`config.mk`:
```
export PLATFORM = sky130hd
export DESIGN_NAME = taabb_axis
export DESIGN_NICKNAME = d
export VERILOG_FILES = /design/src/taabb_pkg.sv /design/src/taabb_axis.sv
export SDC_FILE = /design/constraint.sdc
export NUM_CORES = 2
export LEC_CHECK = 0
export BUFFER_PORTS_ARGS = -buffer_cell sky130_fd_sc_hd__buf_2
export CORE_UTILIZATION = 55
export DETAILED_ROUTE_END_ITERATION = 7
export PLACE_DENSITY = 0.82
export REMOVE_ABC_BUFFERS = 1
export SYNTH_ARGS = -nofsm -noshare
export SYNTH_HDL_FRONTEND = slang
export SYNTH_SLANG_ARGS = --single-unit
export TNS_END_PERCENT = 10
```
`constraint.sdc`:
```
create_clock -name vclk -period 16.09
set_input_delay 1.609 -clock vclk [all_inputs]
set_output_delay 1.609 -clock vclk [all_outputs]
set_load 0.005 [all_outputs]
```
`src/taabb_pkg.sv`:
```
// ----------------------------------------------------------------------------
// taabb_pkg: shared types and constants for the transformed box overlap block
// Coordinate and coefficient formats, channel words and box records.
// ----------------------------------------------------------------------------
package taabb_pkg;

  localparam int COORD_WIDTH = 16;             // signed Q8.8 coordinates
  localparam int COEF_WIDTH  = 16;             // signed Q4.12 coefficients
  localparam int TRANS_WIDTH = 16;             // signed Q8.8 translation lanes
  localparam int LANES       = 3;
  localparam int PACK_WIDTH  = LANES * COEF_WIDTH;
  localparam int FRAC_SHIFT  = 12;             // 20 fraction bits down to 8
  localparam int PROD_WIDTH  = COORD_WIDTH + COEF_WIDTH;
  localparam int SUM_WIDTH   = PROD_WIDTH + 2; // three products plus translation
  localparam int QUOT_WIDTH  = SUM_WIDTH - FRAC_SHIFT;

  typedef logic signed [COORD_WIDTH-1:0] coord_t;

  typedef enum logic {
    OP_STORE = 1'b0,
    OP_TEST  = 1'b1
  } opcode_t;

  typedef struct packed {
    coord_t x;
    coord_t y;
    coord_t z;
  } vec3_t;

  typedef struct packed {
    vec3_t lo;
    vec3_t hi;
  } box_t;

  typedef struct packed {
    opcode_t                opcode;
    coord_t                 local_min_x;
    coord_t                 local_min_y;
    coord_t                 local_min_z;
    coord_t                 local_max_x;
    coord_t                 local_max_y;
    coord_t                 local_max_z;
    logic [PACK_WIDTH-1:0]  row_x_coeffs;
    logic [PACK_WIDTH-1:0]  row_y_coeffs;
    logic [PACK_WIDTH-1:0]  row_z_coeffs;
    logic [PACK_WIDTH-1:0]  translation;
  } in_word_t;

  typedef struct packed {
    coord_t world_min_x;
    coord_t world_min_y;
    coord_t world_min_z;
    coord_t world_max_x;
    coord_t world_max_y;
    coord_t world_max_z;
    logic   overlap;
  } out_word_t;

endpackage

```
`src/taabb_axis.sv`:
```
// ----------------------------------------------------------------------------
// taabb_axis: world bounds along one axis
// Three coefficient products per corner bound, translation, rounding and
// saturation to the coordinate range.
// ----------------------------------------------------------------------------
module taabb_axis import taabb_pkg::*; (
  input  vec3_t                  lo,
  input  vec3_t                  hi,
  input  logic [PACK_WIDTH-1:0]  coeffs,
  input  logic [TRANS_WIDTH-1:0] trans,
  output coord_t                 wmin,
  output coord_t                 wmax
);

  function automatic coord_t round_sat(input logic signed [SUM_WIDTH-1:0] v);
    logic signed [SUM_WIDTH-1:0]  r;
    logic signed [QUOT_WIDTH-1:0] q;
    logic                         fits;
    coord_t                       res;
    r    = v + SUM_WIDTH'(1 << (FRAC_SHIFT - 1));
    q    = QUOT_WIDTH'(r >>> FRAC_SHIFT);
    fits = (&q[QUOT_WIDTH-1:COORD_WIDTH-1]) || !(|q[QUOT_WIDTH-1:COORD_WIDTH-1]);
    if (fits) begin
      res = q[COORD_WIDTH-1:0];
    end else if (q[QUOT_WIDTH-1]) begin
      res = {1'b1, {(COORD_WIDTH-1){1'b0}}};
    end else begin
      res = {1'b0, {(COORD_WIDTH-1){1'b1}}};
    end
    return res;
  endfunction

  coord_t                        lo_a [LANES];
  coord_t                        hi_a [LANES];
  logic signed [COEF_WIDTH-1:0]  c    [LANES];
  logic signed [PROD_WIDTH-1:0]  pa   [LANES];
  logic signed [PROD_WIDTH-1:0]  pb   [LANES];
  logic signed [PROD_WIDTH-1:0]  pmin [LANES];
  logic signed [PROD_WIDTH-1:0]  pmax [LANES];
  logic signed [SUM_WIDTH-1:0]   t_ext;
  logic signed [SUM_WIDTH-1:0]   smin;
  logic signed [SUM_WIDTH-1:0]   smax;

  assign lo_a[0] = lo.x;
  assign lo_a[1] = lo.y;
  assign lo_a[2] = lo.z;
  assign hi_a[0] = hi.x;
  assign hi_a[1] = hi.y;
  assign hi_a[2] = hi.z;

  // each term contributes its smaller product to the minimum, larger to the maximum
  always_comb begin
    for (int j = 0; j < LANES; j++) begin
      c[j]    = coeffs[j*COEF_WIDTH +: COEF_WIDTH];
      pa[j]   = c[j] * lo_a[j];
      pb[j]   = c[j] * hi_a[j];
      pmin[j] = (pa[j] < pb[j]) ? pa[j] : pb[j];
      pmax[j] = (pa[j] < pb[j]) ? pb[j] : pa[j];
    end
  end

  assign t_ext = SUM_WIDTH'(signed'(trans)) <<< FRAC_SHIFT;

  assign smin = t_ext + SUM_WIDTH'(pmin[0]) + SUM_WIDTH'(pmin[1]) + SUM_WIDTH'(pmin[2]);
  assign smax = t_ext + SUM_WIDTH'(pmax[0]) + SUM_WIDTH'(pmax[1]) + SUM_WIDTH'(pmax[2]);

  assign wmin = round_sat(smin);
  assign wmax = round_sat(smax);

endmodule

```
# == Yosys cells after proc, flatten, opt, wreduce, memory -nomap -nowiden ==
# Cells that the tools add are included.
# totals
register_bits,0
in_bits,160
output_inout_bits,32
elab_cells,35
# classes
addsub,8
n_mul,6
n_lt_le_gt_ge,3
mux,10
reduce_logical,8
# ops
op,n
multiplier 16 x 16 -> 32 bit,6
2-to-1 mux 32 bit,6
less-than comparator 32 bit,3
adder 33 x 32 -> 34 bit,2
adder 34 x 13 -> 34 bit (second input constant),2
adder 34 x 32 -> 34 bit,2
adder 28 x 32 -> 33 bit,2
2-to-1 mux 16 bit,4
AND reduction 7 bit,2
OR reduction 7 bit,2
zero test 1 bit,2
logical OR 1 bit,2

# == Logic depth before layout (Yosys ltp) ==
# depth
ltp_word,11
depth_mapped,61
ltp_nobuf,57

# == Least setup slack after synthesis ==
# No wires, ideal clock.
# synth_path
kind,input to output
from,input port lo[23] (netlist name)
to,output port wmax[10]
t_arrival_ps,13800
t_required_ps,14481
path_slack_ps,681
stages,57
n_path_buf,4
path_cell_list,clkbuf_1 nand2_1 fa_1 inv_1 fa_1 inv_1 fa_1 inv_1 fa_1 fa_1 inv_1 fa_1 inv_1 ha_1 a21o_1 a21o_1 a21oi_1 nor2b_1 (+21 left out) fa_1 ha_1 ha_1 a21o_1 a21o_1 a21oi_1 o21ai_0 a221o_1 nand2b_1 nand2_1 a211o_1 a41oi_2 o31ai_2 a21oi_1 xnor2_1 o41ai_4 buf_4 a21oi_1
# synth_via
elab_chain_len,10
elab_cells_between_ends,12
classes_between,add/sub (3); mul (1); order compare (1); mux (3); reduce/logical (4)
# synth_lines
element,line_no,text
"start, declared",taabb_axis.sv:7,"input vec3_t lo,"
multiplier 16 x 16 -> 32 bit (*),taabb_axis.sv:55,pa[j] = c[j] * lo_a[j];
less-than comparator 32 bit,taabb_axis.sv:58,pmax[j] = (pa[j] < pb[j]) ? pb[j] : pa[j];
2-to-1 mux 32 bit (*),taabb_axis.sv:58,
adder 33 x 32 -> 34 bit (*),taabb_axis.sv:65,assign smax = t_ext + SUM_WIDTH'(pmax[0]) + SUM_WIDTH'(pmax[1]) + SUM_WIDTH'(pmax[2]);
adder 34 x 32 -> 34 bit (*),taabb_axis.sv:65,
adder 34 x 13 -> 34 bit (*),taabb_axis.sv:20,r = v + SUM_WIDTH'(1 << (FRAC_SHIFT - 1));
OR reduction 7 bit,taabb_axis.sv:22,fits = (&q[QUOT_WIDTH-1:COORD_WIDTH-1]) || !(|q[QUOT_WIDTH-1:COORD_WIDTH-1]);
zero test 1 bit,taabb_axis.sv:22,
logical OR 1 bit,taabb_axis.sv:22,
2-to-1 mux 16 bit (*),taabb_axis.sv:23,if (fits) begin
"end, declared",taabb_axis.sv:12,output coord_t wmax
# Every way passes the cells marked *; elsewhere a longest branch is shown, timed or not.

# == Worst setup path in the final report ==
# layout_path
from,input port lo[22] (netlist name)
to,output port wmax[6]
# Same word-level chain as after synthesis.

==> results.json <==
{
  "crit_top_cell": "fa_1",
  "grt_max_degree": 33,
  "synth.area.top_cells": "fa_1 49%, ha_1 12%, inv_1 11%",
  "gp_congestion": 0.9821,
  "cp.required_ns": 14.48,
  "grt_first_pass_wirelength_mm": 287.3,
  "drv_cap": 0,
  "cp_max_fo": 16,
  "cp-end-kind": "primary output",
  "viasPerCell": 5.504,
  "hold_violations": 0,
  "nClkBuffers": 0,
  "fmax_mhz": 63.93,
  "cp_slowest_stage_delay_ns": 0.51,
  "overflow": 0,
  "num_rows": 128,
  "hold_path.class": "input port to primary output",
  "antenna_found_initial": 24,
  "synth-seq-area-share_pct": 0,
  "syn_area_um2": 67900,
  "dieHeight_um": 353.4,
  "syn_avg_cell_area_um2": 8.948,
  "die-area_um2": 124900,
  "syn_inst": 7588,
  "io_pins": 192,
  "period_share_pct": 97.22,
  "die_w_um": 353.4,
  "crit_type": "input port to primary output",
  "maxSlewViolCount": 0,
  "yosys.area.top_type_share_pct": 49.41,
  "synth_top_cells_by_count": "1,906 x inv_1, 1,676 x fa_1, 858 x nand2_1, 734 x and2_1, 666 x ha_1",
  "start_kind": "input port",
  "num_vias": 51650,
  "dr.pass1.iters": 8,
  "setup_violations": 0,
  "route.detailed.drc": 1,
  "grt_pass1_vias": 56240,
  "worstPathArrival_ns": 14.03,
  "routed_wl_mm": 172.5,
  "setup_ws_ns": 0.4478,
  "ys_types": 72,
  "min_period_ns": 15.64,
  "pre_cts_ws_ns": -0.3955,
  "syn_to_final_growth_pct": 6.748,
  "io_buffers": 192,
  "drt.antenna.violating_nets": 0,
  "wire_per_inst_um": 18.39,
  "drive_gt1_share_pct": 7.934,
  "nets": 10240,
  "dp_hpwl_mm": 148.2,
  "initial_core_util_pct": 55.57,
  "yosysWarnings": 0,
  "slew_headroom_pct": 33.08,
  "violations": "design-rule violations",
  "synth.largest_area_cell": "fa_1",
  "hold_buffers": 0,
  "dr.first_iter.drc_count": 3868,
  "status": "complete, but fails checks",
  "yosysMostFrequentCell": "inv_1",
  "grtUsageTotal_pct": 28.63,
  "critPathSlowestCell": "fa_1",
  "core_area_um2": 122200,
  "tightest_slew_ns": 0.9760,
  "design.seq.count": 0,
  "seqCellArea_um2": 0
}
-- logic make-up (layout without fill, tap and decap cells) --
group	count (synthesis)	after routing	share of synthesized area, %
fa+ha+maj	2342	2342	61.69
simple gates	2060	2060	15.13
other cells	0	20	0
xor+xnor	252	252	3.251
mux	124	124	1.970
buf+inv	2176	2327	12.05
compound gates	634	634	5.915
-- cell type report --
type,instances,area [µm²]
inverter,1906,7154
tap,1625,2033
fill,10130,49720
timing repair buffer,421,2947
multi-input combinational,5412,60300
antenna,20,50.05
-- through the flow --
stage	hold WS, ns	std cells	TNS (ns)	utilization, %	area [µm²]
2_1_floorplan	3.859	7318	-74.20	-	66870
3_3_place_gp	4.304	9338	-2.902	58.51	71500
3_5_place_dp	4.287	9338	-9.455	58.51	71500
4_1_cts	4.303	9339	0	58.56	71560
5_1_grt	4.385	9384	-1.147	59.32	72480
6_report	4.311	9384	0	59.32	72480
-- cells in the final DEF, fill, tap and decap left out, drive strengths merged, types with 15 or more instances in the layout --
master and instances:
a211oi 15, a21o 92, a21oi 198, a31oi 17, and2 734, and3 27, buf 401, clkbuf 20
diode 20, fa 1676, ha 666, inv 1906, mux2 77, mux2i 47, nand2 858, nand2b 59
nand3 50, nand4 21, nor2 168, nor2b 31, nor3 48, o21a 29, o21ai 166, o21bai 19
or3 15, xnor2 195, xor2 57
-- worst max-delay path: cells and delay by family --
| family | cells | cell delay, ns |
|---|---|---|
| xor+xnor | 2 | 0.41 |
| buf+inv | 12 | 1.53 |
| fa+ha+maj | 11 | 4.57 |
| compound gates | 22 | 3.70 |
| simple gates | 10 | 1.54 |
| mux | 2 | 0.64 |
-- routing by layer --
metal	global-route usage, %	part of all wire, %	vias to the layer above
met1	38.81	40	26420
li1	-	-	22830
met5	0	0.025	-
met3	3.018	7.2	394
met4	10.05	4.0	8
met2	47.88	49	1997
-- path summary, 6_finish.rpt --
check / start / cells after the start / end
max: lo[22] / 59 / wmax[6]
min: trans[13] / 8 / wmax[13]
-- timing repair --
item | CTS | global route
resized for setup | 17 | 163
pin swaps | 2 | 40
cloned | 0 | 3
setup buffers | 1 | 23
endpoints found under the hold margin | 0 | 0
setup endpoints to repair | 30 | 32
Power is left out: the tool's default activity adds up to more than one toggle a clock period on the data nets, which glitch-free logic cannot reach.
